$ cat src/hw/rtl/pwe_pkg.sv
// Shared types, widths and codes for the piecewise-linear waveform evaluator.
package pwe_pkg;

	localparam int MAX_POINTS = 64;
	localparam int ADDR_W     = $clog2(MAX_POINTS);
	localparam int CNT_W      = $clog2(MAX_POINTS + 1);

	localparam int TIME_W  = 32;
	localparam int AMP_W   = 24;
	localparam int AXIS_W  = 2;
	localparam int OP_W    = 2;
	localparam int RES_W   = 63;
	localparam int SUM_W   = 64;
	localparam int REL_W   = TIME_W + 2;   // signed time relative to start
	localparam int MUL_A_W = AMP_W + 2;    // amplitude difference or sum
	localparam int MUL_B_W = TIME_W + 1;   // non-negative time span
	localparam int PROD_W  = MUL_A_W + MUL_B_W;

	localparam logic signed [SUM_W-1:0] SUM_MAX = 64'sh3FFF_FFFF_FFFF_FFFF;
	localparam logic signed [SUM_W-1:0] SUM_MIN = -SUM_MAX - 64'sd1;

	localparam logic [OP_W-1:0] OP_CLEAR = 2'd0;
	localparam logic [OP_W-1:0] OP_LOAD  = 2'd1;
	localparam logic [OP_W-1:0] OP_AMP   = 2'd2;
	localparam logic [OP_W-1:0] OP_MOM   = 2'd3;

	localparam int CFG_IDX_W = 2;
	localparam logic [CFG_IDX_W-1:0] CFG_AXIS   = 2'd0;
	localparam logic [CFG_IDX_W-1:0] CFG_START  = 2'd1;
	localparam logic [CFG_IDX_W-1:0] CFG_LENGTH = 2'd2;

	typedef struct packed {
		logic [OP_W-1:0]          opcode;
		logic [TIME_W-1:0]        point_time;
		logic signed [AMP_W-1:0]  point_amplitude;
		logic [AXIS_W-1:0]        query_axis;
		logic [TIME_W-1:0]        time_from;
		logic [TIME_W-1:0]        time_to;
	} in_item_t;

	typedef struct packed {
		logic signed [RES_W-1:0] result_value;
		logic                    status;
	} out_item_t;

	typedef struct packed {
		logic [TIME_W-1:0]       tm;
		logic signed [AMP_W-1:0] amp;
	} entry_t;

	typedef struct packed {
		logic busy;
		logic done;
	} div_stat_t;

	typedef enum logic [3:0] {
		ST_IDLE,
		ST_RD,
		ST_EVAL,
		ST_IMUL,
		ST_IDIV,
		ST_IWAIT,
		ST_FMUL,
		ST_ACC,
		ST_DONE
	} state_t;

endpackage

$ cat src/hw/rtl/pwe_ram.sv
// Breakpoint table: one write port, one registered read port.
module pwe_ram (
	input  logic                        clk,
	input  logic                        we,
	input  logic [pwe_pkg::ADDR_W-1:0]  waddr,
	input  pwe_pkg::entry_t             wdata,
	input  logic                        re,
	input  logic [pwe_pkg::ADDR_W-1:0]  raddr,
	output pwe_pkg::entry_t             rdata
);

	pwe_pkg::entry_t mem [pwe_pkg::MAX_POINTS];

	always_ff @(posedge clk) begin
		if (we) begin
			mem[waddr] <= wdata;
		end
		if (re) begin
			rdata <= mem[raddr];
		end
	end

endmodule

$ cat config.mk
export PLATFORM = sky130hd
export DESIGN_NAME = pwe_ram
export DESIGN_NICKNAME = d
export VERILOG_FILES = /design/src/hw/rtl/pwe_pkg.sv /design/src/hw/rtl/pwe_ram.sv
export SDC_FILE = /design/constraint.sdc
export NUM_CORES = 2
export LEC_CHECK = 0
export BUFFER_PORTS_ARGS = -buffer_cell sky130_fd_sc_hd__buf_4
export CAP_MARGIN = 20
export CORE_UTILIZATION = 38
export DETAILED_ROUTE_END_ITERATION = 8
export PLACE_DENSITY = 0.58
export SKIP_LAST_GASP = 1
export SYNTH_ARGS = -nofsm -noshare
export SYNTH_HDL_FRONTEND = slang
export SYNTH_SLANG_ARGS = --single-unit
$ cat constraint.sdc
create_clock -name clk -period 16.4 [get_ports clk]
set_input_delay 3.28 -clock clk [delete_from_list [all_inputs] [get_ports clk]]
set_output_delay 3.28 -clock clk [all_outputs]
set_load 0.05 [all_outputs]
* Yosys cells after proc, flatten, opt, wreduce, memory -nomap -nowiden
Memory sizes are Yosys's and may differ from the RTL's. A register that Yosys moved wholly into a read port is not among the register bits. Index checks and enable logic that the tools add are counted.
Word-level totals: flip-flop bits (word level) 0, memory bits (writable) 3584, output and inout bits 56, word-level logic and storage cells 3, memories 1
Cells by class: muxes and demuxes 2
Memories:
- mem | words 64, bits a word 56, rd ports 1, clocked after memory_dff 1, write ports 1, line pwe_ram.sv:12 | pwe_pkg::entry_t mem [pwe_pkg::MAX_POINTS];
Operator list (number):
- 1-bit two-way mux | 2

* Depth between registers and ports, before layout
word-level depth 2, mapped depth 10, gate-level depth less buffers 5

* Worst setup path before layout
OpenSTA, ideal clock, no wires.
kind input -> register, start input port waddr[3] (netlist name), end memory mem[48][0] (netlist name), enable pin, library setup time 0.538 ns, arrival 7.589 ns, path slack 8.273 ns, cell stages on the path 4, buffers on the path 1, cells stage by stage clkbuf_1 > nor2b_1 > nand4b_1 > nor3_1
RTL lines:
- start, declared | line pwe_ram.sv:5 | input logic [pwe_pkg::ADDR_W-1:0] waddr,
- end, declared | line pwe_ram.sv:12
No word-level cell before the write port.

==> results.py <==
metrics = {
    "clock_network": {
        "cts_hold_buf": 0,
        "cts.sinks": 3640,
        "cts_root_buf": "clkbuf_16",
        "cts_max_level": 5,
        "clk_pin_slew_ns": 0.06,
        "clk_path_buf_depth": 4,
        "postCtsSetupBuffers": 0,
        "postCtsResizedCells": 0,
        "cts_tree": "built",
        "clk_latency_ns": 0.90,
        "cts_made_buffers": 362,
    },
    "sta": {
        "skew_ns": 0.03572,
        "period_needed_ns": 7.224,
        "holdWs_ns": 0.8561,
        "relSlewSlack": 0.1533,
        "rsz0062_at_grt": "no",
        "fmax_mhz": 138.4,
        "tightest_slew_ns": 1.270,
        "fin_tns_setup_ns": 0,
        "maxSlewViolCount": 0,
        "final_hold_viol_count": 0,
        "setup_viol": 0,
        "finalCritPeriodShare": 0.4405,
    },
    "global_route": {
        "grt_pass1_vias": 67760,
        "antenna_found_initial": 34,
        "grt_pass1_wl_um": 550000,
        "grt_usage": 0.2168,
        "grt_start_max_net_pins": 105,
        "overflow": 0,
    },
    "yosys": {
        "synth_top_cell_by_area": "edfxtp_1",
        "syn_avg_cell_area_um2": 23.12,
        "synth_edf_count": 3640,
        "yosysWarningCount": 0,
        "syn-num-nets": 6020,
        "ys_seq_area_frac": 0.7947,
        "syn_area_mm2": 0.1375,
        "postSynthCellCount": 5949,
        "synth-main-ff-cell": "edfxtp_1",
        "yosysMostFrequentCell": "edfxtp_1",
        "synth.area.top_cells": "edfxtp_1, mux4_2, mux2i_1",
        "synth.distinct_cells": 46,
        "synthTopCellsByCount": "edfxtp_1, mux4_2, o22ai_1, mux2i_1, clkbuf_1",
        "yosys.area.top_type_share": 0.7947,
        "ys_seq_elements": 3640,
        "async_reset_ff_frac": 0,
    },
    "routing": {
        "wire_per_inst_um": 35.18,
        "via_per_inst": 5.990,
        "route.detailed.drc": 0,
        "drt_iter0_markers": 8792,
        "drt-total-wl_um": 399900,
        "vias": 68100,
        "drt_first_pass_iters": 5,
        "ant_nets": 0,
    },
    "floorplanning": {
        "initial_core_util": 0.3823,
        "die_w_um": 603.6,
        "core_mm2": 0.3598,
        "die-area_mm2": 0.3644,
        "die_height_um": 603.6,
        "io_pins": 127,
        "num_rows": 220,
    },
    "layout": {
        "ff_latch_area_mm2": 0.1093,
        "drive_gt1_frac": 0.2637,
        "area_delta_synth_final_pct": 13.39,
        "multi_input_area_mm2": 0.02685,
        "stdcell_count": 11370,
        "nets": 6382,
        "fill_cells": 30290,
    },
    "worst_setup_path": {
        "crit_type": "input port to flip-flop",
        "end_kind": "flip-flop",
        "cp.required_ns": 17.01,
        "cp_max_fo": 94,
        "critPathLaunchType": "input port",
        "critPathArrivalTime_ns": 7.83,
    },
    "power": {
        "powerDensity_mw_per_mm2": 123.2,
        "peakVddDrop_mv": 0.09261,
        "fin_total_pwr_mw": 19.22,
        "leakagePower_nw": 47.99,
    },
    "placed_design": {
        "numPortBuffers": 126,
        "dpl.hpwl_um": 212000,
        "place_congestion": 0.7734,
        "dp_cells": 10720,
    },
    "hold_path": {
        "hp-class": "flip-flop to flip-flop",
    },
    "flow_run": {
        "cap_violations": 0,
    },
    "status": {
        "status": "finished clean",
    },
}
## worst max-delay path, stage by stage
cell,delay (ns)
buf_16,0.44
buf_4,0.89
buf_4,0.87
buf_4,0.68
mux4_2,0.58
mux2_2,0.29
a32oi_1,0.19
nand2_1,0.09
and4b_1,0.22
## cells in the final DEF, fill, tap and decap left out, types with 5 or more instances in the layout
master,instances
a311oi_1,21
a211o_1,10
o22ai_1,252
clkinv_2,62
o21a_1,33
o211ai_1,6
a21oi_1,15
nor2_4,63
a41o_1,9
nor2_1,25
nor4_1,35
a22oi_1,73
nor2b_1,9
buf_12,7
nand2b_1,5
and2_1,16
mux4_2,803
o21ai_0,40
o211a_1,8
nand2_2,6
clkinv_1,90
clkbuf_16,370
nand3_1,28
mux2_2,31
and3_1,10
clkbuf_1,78
bufinv_16,21
nand4_1,22
o21ai_1,19
a211oi_1,37
nand2_1,69
or2_2,5
buf_4,322
o221ai_1,57
edfxtp_1,3640
diode_2,12
mux2i_1,217
## final cells by class
cell class	count	share of cell area
Clock buffer	448	0.06125
Antenna cell	12	0.0001925
Sequential cell	3640	0.7009
Tap cell	4773	0.03829
Multi-Input combinational cell	1966	0.1722
Timing Repair Buffer	340	0.01750
Inverter	1	0.00005616
Clock inverter	189	0.009684
## worst paths after layout
check / slack (ns) / depth (start not counted) / endpoint / from
worst max-delay path: 9.18 / 9 / rdata[3] / raddr[0]
worst min-delay path: 0.86 / 4 / rdata[19] / mem[59][19]
worst max register to register: 13.98 / 5 / rdata[50] / mem[16][50]
worst min register to register: 0.86 / 4 / rdata[19] / mem[59][19]
## registers in the layout, indices dropped and copies added, names as in the netlist
| signal | count |
|---|---|
| mem | 3584 |
| rdata | 56 |
## through the flow
step	utilization	cell area, µm²	worst slack, ns
3_5_place_dp	0.4025	144800	8.230
3_3_place_gp	0.4022	144700	8.257
6_report	0.4335	156000	9.176
4_1_cts	0.4333	155900	9.150
2_1_floorplan	-	137500	8.273
5_1_grt	0.4335	155900	8.842
## kinds of logic after synthesis
logic type,count (synthesis),synth area share
DFF,3640,0.7947
AOI/OAI and AO/OA,591,0.02982
and+or+nand+nor,324,0.01163
muxes,1051,0.1498
buffers and inverters,343,0.01405
## routing by layer
layer  wire length, µm  global-route usage  vias up
li1                  -                   -    26400
met1            161800              0.3002    37590
met2            193700              0.3533     3434
met3             31250             0.03300      675
met4             13140             0.07009        4
met5                25                   0        -
## report_power, final
part	total [mW]	internal, mW	switching, mW
Combinational	0.943	0.315	0.629
Clock	7.92	4.45	3.47
Sequential	10.4	10.3	0.0320
Total	19.2	15.1	4.13
No activity file was read; power rests on OpenSTA's default activity.
