**src/hw/rtl/pwe_pkg.sv**
```systemverilog
// Shared types, widths and codes for the piecewise-linear waveform evaluator.
package pwe_pkg;

	localparam int MAX_POINTS = 64;
	localparam int ADDR_W     = $clog2(MAX_POINTS);
	localparam int CNT_W      = $clog2(MAX_POINTS + 1);

	localparam int TIME_W  = 32;
	localparam int AMP_W   = 24;
	localparam int AXIS_W  = 2;
	localparam int OP_W    = 2;
	localparam int RES_W   = 63;
	localparam int SUM_W   = 64;
	localparam int REL_W   = TIME_W + 2;   // signed time relative to start
	localparam int MUL_A_W = AMP_W + 2;    // amplitude difference or sum
	localparam int MUL_B_W = TIME_W + 1;   // non-negative time span
	localparam int PROD_W  = MUL_A_W + MUL_B_W;

	localparam logic signed [SUM_W-1:0] SUM_MAX = 64'sh3FFF_FFFF_FFFF_FFFF;
	localparam logic signed [SUM_W-1:0] SUM_MIN = -SUM_MAX - 64'sd1;

	localparam logic [OP_W-1:0] OP_CLEAR = 2'd0;
	localparam logic [OP_W-1:0] OP_LOAD  = 2'd1;
	localparam logic [OP_W-1:0] OP_AMP   = 2'd2;
	localparam logic [OP_W-1:0] OP_MOM   = 2'd3;

	localparam int CFG_IDX_W = 2;
	localparam logic [CFG_IDX_W-1:0] CFG_AXIS   = 2'd0;
	localparam logic [CFG_IDX_W-1:0] CFG_START  = 2'd1;
	localparam logic [CFG_IDX_W-1:0] CFG_LENGTH = 2'd2;

	typedef struct packed {
		logic [OP_W-1:0]          opcode;
		logic [TIME_W-1:0]        point_time;
		logic signed [AMP_W-1:0]  point_amplitude;
		logic [AXIS_W-1:0]        query_axis;
		logic [TIME_W-1:0]        time_from;
		logic [TIME_W-1:0]        time_to;
	} in_item_t;

	typedef struct packed {
		logic signed [RES_W-1:0] result_value;
		logic                    status;
	} out_item_t;

	typedef struct packed {
		logic [TIME_W-1:0]       tm;
		logic signed [AMP_W-1:0] amp;
	} entry_t;

	typedef struct packed {
		logic busy;
		logic done;
	} div_stat_t;

	typedef enum logic [3:0] {
		ST_IDLE,
		ST_RD,
		ST_EVAL,
		ST_IMUL,
		ST_IDIV,
		ST_IWAIT,
		ST_FMUL,
		ST_ACC,
		ST_DONE
	} state_t;

endpackage

```
**src/hw/rtl/pwe_div.sv**
```systemverilog
// Radix-2 restoring divider, signed dividend by unsigned divisor, truncates toward zero.
module pwe_div (
	input  logic                                clk,
	input  logic                                arst_n,
	input  logic                                start,
	input  logic signed [pwe_pkg::PROD_W-1:0]   dividend,
	input  logic [pwe_pkg::TIME_W-1:0]          divisor,
	output logic signed [pwe_pkg::MUL_A_W-1:0]  quotient,
	output pwe_pkg::div_stat_t                  stat
);

	localparam int CW = $clog2(pwe_pkg::PROD_W + 1);

	logic [pwe_pkg::PROD_W-1:0] quo_q;
	logic [pwe_pkg::TIME_W-1:0] rem_q;
	logic [pwe_pkg::TIME_W-1:0] dsr_q;
	logic                       neg_q;
	logic [CW-1:0]              cnt_q;
	logic                       busy_q;
	logic                       done_q;
	logic [pwe_pkg::PROD_W-1:0] mag;
	logic [pwe_pkg::TIME_W:0]   trial;
	logic                       fits;
	logic [pwe_pkg::MUL_A_W-1:0] qlow;

	assign mag   = dividend[pwe_pkg::PROD_W-1] ? pwe_pkg::PROD_W'(-dividend)
	                                           : pwe_pkg::PROD_W'(dividend);
	assign trial = {rem_q, quo_q[pwe_pkg::PROD_W-1]};
	assign fits  = trial >= {1'b0, dsr_q};
	assign qlow  = quo_q[pwe_pkg::MUL_A_W-1:0];

	always_ff @(posedge clk or negedge arst_n) begin
		if (!arst_n) begin
			busy_q <= 1'b0;
			done_q <= 1'b0;
			cnt_q  <= '0;
		end else if (start) begin
			busy_q <= 1'b1;
			done_q <= 1'b0;
			cnt_q  <= CW'(pwe_pkg::PROD_W);
		end else if (busy_q) begin
			cnt_q <= cnt_q - CW'(1);
			if (cnt_q == CW'(1)) begin
				busy_q <= 1'b0;
				done_q <= 1'b1;
			end
		end else begin
			done_q <= 1'b0;
		end
	end

	always_ff @(posedge clk) begin
		if (start) begin
			quo_q <= mag;
			rem_q <= '0;
			dsr_q <= divisor;
			neg_q <= dividend[pwe_pkg::PROD_W-1];
		end else if (busy_q) begin
			if (fits) begin
				rem_q <= pwe_pkg::TIME_W'(trial - {1'b0, dsr_q});
			end else begin
				rem_q <= trial[pwe_pkg::TIME_W-1:0];
			end
			quo_q <= {quo_q[pwe_pkg::PROD_W-2:0], fits};
		end
	end

	assign quotient = neg_q ? $signed(-qlow) : $signed(qlow);
	assign stat     = '{busy: busy_q, done: done_q};

endmodule

```
**config.mk**
```make
export PLATFORM = sky130hd
export DESIGN_NAME = pwe_div
export DESIGN_NICKNAME = d
export VERILOG_FILES = /design/src/hw/rtl/pwe_pkg.sv /design/src/hw/rtl/pwe_div.sv
export SDC_FILE = /design/constraint.sdc
export NUM_CORES = 1
export LEC_CHECK = 0
export BUFFER_PORTS_ARGS = -buffer_cell sky130_fd_sc_hd__buf_2
export CAP_MARGIN = 40
export CORE_MARGIN = 5
export CORE_UTILIZATION = 58
export DETAILED_ROUTE_END_ITERATION = 6
export PLACE_DENSITY = 0.82
export RECOVER_POWER = 100
export REMOVE_ABC_BUFFERS = 1
export SETUP_SLACK_MARGIN = 0.2
export SYNTH_ARGS = -nofsm -noshare
export SYNTH_HDL_FRONTEND = slang
export SYNTH_SLANG_ARGS = --single-unit
```
**constraint.sdc**
```tcl
create_clock -name clk -period 3.9 [get_ports clk]
set_input_delay 0.78 -clock clk [delete_from_list [all_inputs] [get_ports clk]]
set_output_delay 0.78 -clock clk [all_outputs]
set_load 0.005 [all_outputs]
```
# Yosys cells after proc, flatten, opt, wreduce, memory -nomap -nowiden
# Index checks and enable logic that the tools add are counted.
# totals
wordCells,28
inputBits,94
output_inout_bits,28
register_bits,132
# op_classes
reduce_logical,1
n_eq_ne,2
n_addsub,4
n_lt_le_gt_ge,1
n_mux,13
# ops
cell,n
two-way mux 59 bit,3
negator 59 bit,1
>= comparator 33 x 32 -> 1 bit,1
two-way mux 32 bit,1
subtractor 32 bit,1
two-way mux 26 bit,1
negator 26 bit,1
two-way mux 6 bit,2
equality test 6 x 1 -> 1 bit (second input constant),1
two-way mux 1 bit,6
subtractor 6 x 1 -> 6 bit (second input constant),1
!= test 3 x 2 -> 1 bit (second input constant),1
nonzero test 2 bit,1

# Logic depth before layout (Yosys ltp)
# depth
depth_word,4
depth_mapped,14
mapped_depth_nobuf,12

# Least setup slack after synthesis
# Ideal clock, no wire load.
# synth_timing
path_type,in2reg
startpoint,in dividend[15] in the netlist's numbering
endpoint,reg quo_q[53] in the netlist's numbering (data pin)
path_buffers,2
t_arrival_ps,3541
setup_ps,270
t_required_ps,3630
slack_ps,88
stages,10
cell_sequence,or4_4 or3_4 or3_1 buf_2 or3_1 buf_2 or4_4 o31ai_2 xor2_1 a21oi_1
# synth_via
elab_chain_len,3
# synth_lines
item,line,text
from (decl),pwe_div.sv:6,"input logic signed [pwe_pkg::PROD_W-1:0] dividend,"
negator 59 bit,pwe_div.sv:26,assign mag = dividend[pwe_pkg::PROD_W-1] ? pwe_pkg::PROD_W'(-dividend)
two-way mux 59 bit,pwe_div.sv:26,
two-way mux 59 bit,pwe_div.sv:53,if (start) begin
to (signal assigned),pwe_div.sv:54,quo_q <= mag;
to (signal assigned),pwe_div.sv:64,"quo_q <= {quo_q[pwe_pkg::PROD_W-2:0], fits};"
to (decl),pwe_div.sv:14,logic [pwe_pkg::PROD_W-1:0] quo_q;
# No other way between the ends.
# A chain may end at the register's enable or synchronous reset.

# Worst setup path after layout
# layout_timing
startpoint,reg quo_q[13] in the netlist's numbering
endpoint,out quotient[23] in the netlist's numbering
# layout_via
elab_chain_len,2
# layout_lines
item,line,text
negator 26 bit,pwe_div.sv:68,assign quotient = neg_q ? $signed(-qlow) : $signed(qlow);
two-way mux 26 bit,pwe_div.sv:68,
to (decl),pwe_div.sv:8,"output logic signed [pwe_pkg::MUL_A_W-1:0] quotient,"
# No other way between the ends.

==> reports/metrics.yaml <==
critical_path:
  critPathLaunchType: "register"
  crit_path_end: "quotient[23]"
  slowest_stage: "or4_4"
  endpoint_kind: "primary output"
  critPathLaunch: "quo_q[13]"
  required_ns: 3.12
  cpMostUsedCell: "or4_4"
  reg2reg_from: "dsr_q[16]"
  critPathArrivalTime_ns: 2.90
  path_cells: "or4_4, or4_4, or3_4, o31ai_1, xnor2_1, buf_2"
  crit_type: "reg -> out"
  r2r-end: "rem_q[26]"
  r2r_slack_ns: 0.51
  rr_worst_depth: 11
  critPathMaxFanout: 4
  slowest_delay_ns: 0.57
cells_and_area:
  nets: 1193
  layout-drive-gt1-share_pct: 16.2
  fill_cells: 1152
  finalNonFillerCells: 1259
  area.growth.synth_to_final_pct: 16.9
  n_antenna_cell: 0
floorplan:
  core_um2: 14500
  die_area_um2: 17300
  initial_core_util_pct: 59.0
  die_width_um: 132
  rows: 44
  die_y_um: 132
  io_pins: 122
routing:
  drt_iter0_markers: 587
  wl_per_cell_um: 16.6
  vias: 7547
  drtPass1Iterations: 5
  ant_nets: 0
  drcViolationCount: 0
  avgViaCountPerCell: 5.99
  drt-total-wl_um: 20800
synth:
  netlist_top_cells_area: "edfxtp_1 32%, dfxtp_1 7.5%, xor2_1 6.2%"
  yosysMostFrequentCell: "nor2_1"
  synth_commonest_cells: "117 x nor2_1, 102 x a21oi_1, 92 x edfxtp_1, 61 x xor2_1, 59 x o21ai_0"
  synth_top_area_share_pct: 32.2
  synth-edff-count: 92
  ys_seq_elements: 132
  ys_warn_count: 0
  syn_inst: 944
  yosysTopAreaCell: "edfxtp_1"
  async_reset_ff_share_pct: 6.06
  synthFlopType: "edfxtp_1"
  ys_seq_area_share_pct: 42.0
  syn_area_per_cell_um2: 9.08
  synth.distinct_cells: 55
  syn_area_um2: 8570
timing:
  clock_skew_ns: 0.0137
  slew_headroom_pct: -31.4
  clock.fmax_mhz: 272
  grt_setup_unrepaired: "yes"
  hold_violations: 0
  worstMarginPinSlew_ns: 1.97
  holdWs_ns: 0.265
  period_needed_ns: 3.68
  finalWorstSetupSlack_ns: 0.225
  post-route-period-util_pct: 94.2
  setup_violations: 0
  drv_slew: 102
place:
  dp.cells: 1216
  port_buffers: 121
  place_congestion: 0.906
  dpl.hpwl_um: 14400
  dp_slack_ns: -0.0679
global_routing:
  grt_pass1_vias: 7322
  gr-usage-all-layers_pct: 23.5
  grt_pass1_wl_um: 34100
  antenna_found_initial: 3
  grt_max_degree: 102
  overflow: 0
cts:
  clockRootBuffer: "clkbuf_16"
  cts_buffers: 17
  htreeDepth: 4
  cts_sinks: 132
  clkLatencyLatePin_ns: 0.43
  clkTransAtPathRegs_ns: 0.07
  cts_tree: "built"
  clock_path_buffers: 2
pwr:
  leakage_nw: 4.11
  p_per_area_nw_per_um2: 571
  ir_drop_uv: 402
flow_run:
  drv_cap: 1
run_status:
  violations: "max-capacitance violations, max-slew violations"
  status: "finished with violations"
min_path:
  hp-class: "in -> async"
## layer usage
layer | global-route usage (%) | vias to the layer above | share of wire (%)
met4 | 7.77 | 6 | 2.1
met5 | 0 | - | 0.20
met1 | 28.8 | 3562 | 41
met2 | 39.9 | 270 | 49
met3 | 6.61 | 46 | 7.0
li1 | - | 3663 | -
## power breakdown
group | internal (W) | switching (W) | total, W | leakage [nW]
Sequential | 0.00177 | 0.000200 | 0.00197 | 1.27
Clock | 0.000988 | 0.000654 | 0.00164 | 0.294
Combinational | 0.000910 | 0.00120 | 0.00211 | 2.54
## area by class of cell
| class | instances | area (um^2) | share of cell area, % |
|---|---|---|---|
| Timing Repair Buffer | 153 | 798 | 7.97 |
| Clock inverter | 13 | 146 | 1.46 |
| Inverter | 47 | 176 | 1.76 |
| Multi-Input combinational cell | 711 | 4610 | 46.0 |
| Sequential cell | 132 | 3600 | 36.0 |
| Clock buffer | 19 | 454 | 4.53 |
| Tap cell | 184 | 230 | 2.30 |
## flip-flops by register name, summed over array words and instances, names as in the netlist
register,cells
quo_q,59
neg_q,1
rem_q,32
busy_q,1
cnt_q,6
done_q,1
dsr_q,32
## per-stage QoR
step           area (um^2)  total power, W  utilization [%]  setup TNS [ns]
2_1_floorplan         8360         0.00347                -          -11.84
3_3_place_gp          9370         0.00400             64.5               0
3_5_place_dp          9370         0.00405             64.5          -0.172
4_1_cts              10000         0.00572             68.9               0
5_1_grt              10000         0.00608             68.9               0
6_report             10000         0.00573             68.9               0
## critical path: cells and delay by family, from the launching register on
family                    cells  cell delay (ns)
DFF                           1             0.42
and+or+nand+nor               3             1.43
AOI/OAI and AO/OA             1             0.27
xor gates and xnor gates      1             0.19
buffers and inverters         1             0.16
## worst min-delay path by stage
stage	slack, ns	start	end	cells past startpoint
2_1_floorplan	0.45	rem_q[2]	rem_q[2]	2
4_1_cts	0.17	arst_n	cnt_q[0]	1
3_3_place_gp	0.48	rem_q[20]	rem_q[20]	2
3_5_place_dp	0.48	rem_q[20]	rem_q[20]	2
5_1_grt	0.29	arst_n	cnt_q[0]	1
6_report	0.26	arst_n	cnt_q[4]	1
## layout by cell type, fill, tap and decap left out, types with 20 or more instances in the layout
master    instances
a21oi_1         101
buf_2           101
ha_1             36
inv_1            46
edfxtp_1         92
a211oi_1         20
xor2_1           61
dfxtp_1          32
nand2b_1         20
nor2_1          117
nand2_1          56
clkbuf_1         25
xnor2_1          48
buf_4            24
o21ai_0          58
o31ai_1          27
## cells by family after synthesis
logic type	share of synthesized area (%)
adder cells (fa/ha/maj)	5.49
AO/OA/AOI/OAI	20.4
AND/OR/NAND/NOR	15.0
flip-flops	42.0
buffers and inverters	4.58
XOR/XNOR	11.2
multiplexers	1.31
## timing repair
item | CTS | global route
hold endpoints to repair | 0 | 0
resized for setup | 8 | 9
setup endpoints to repair | 8 | 8
hold buffers | 0 | 0
buffers inserted | 1 | 10
cloned | 0 | 0
Power figures use the tool's default switching activity.
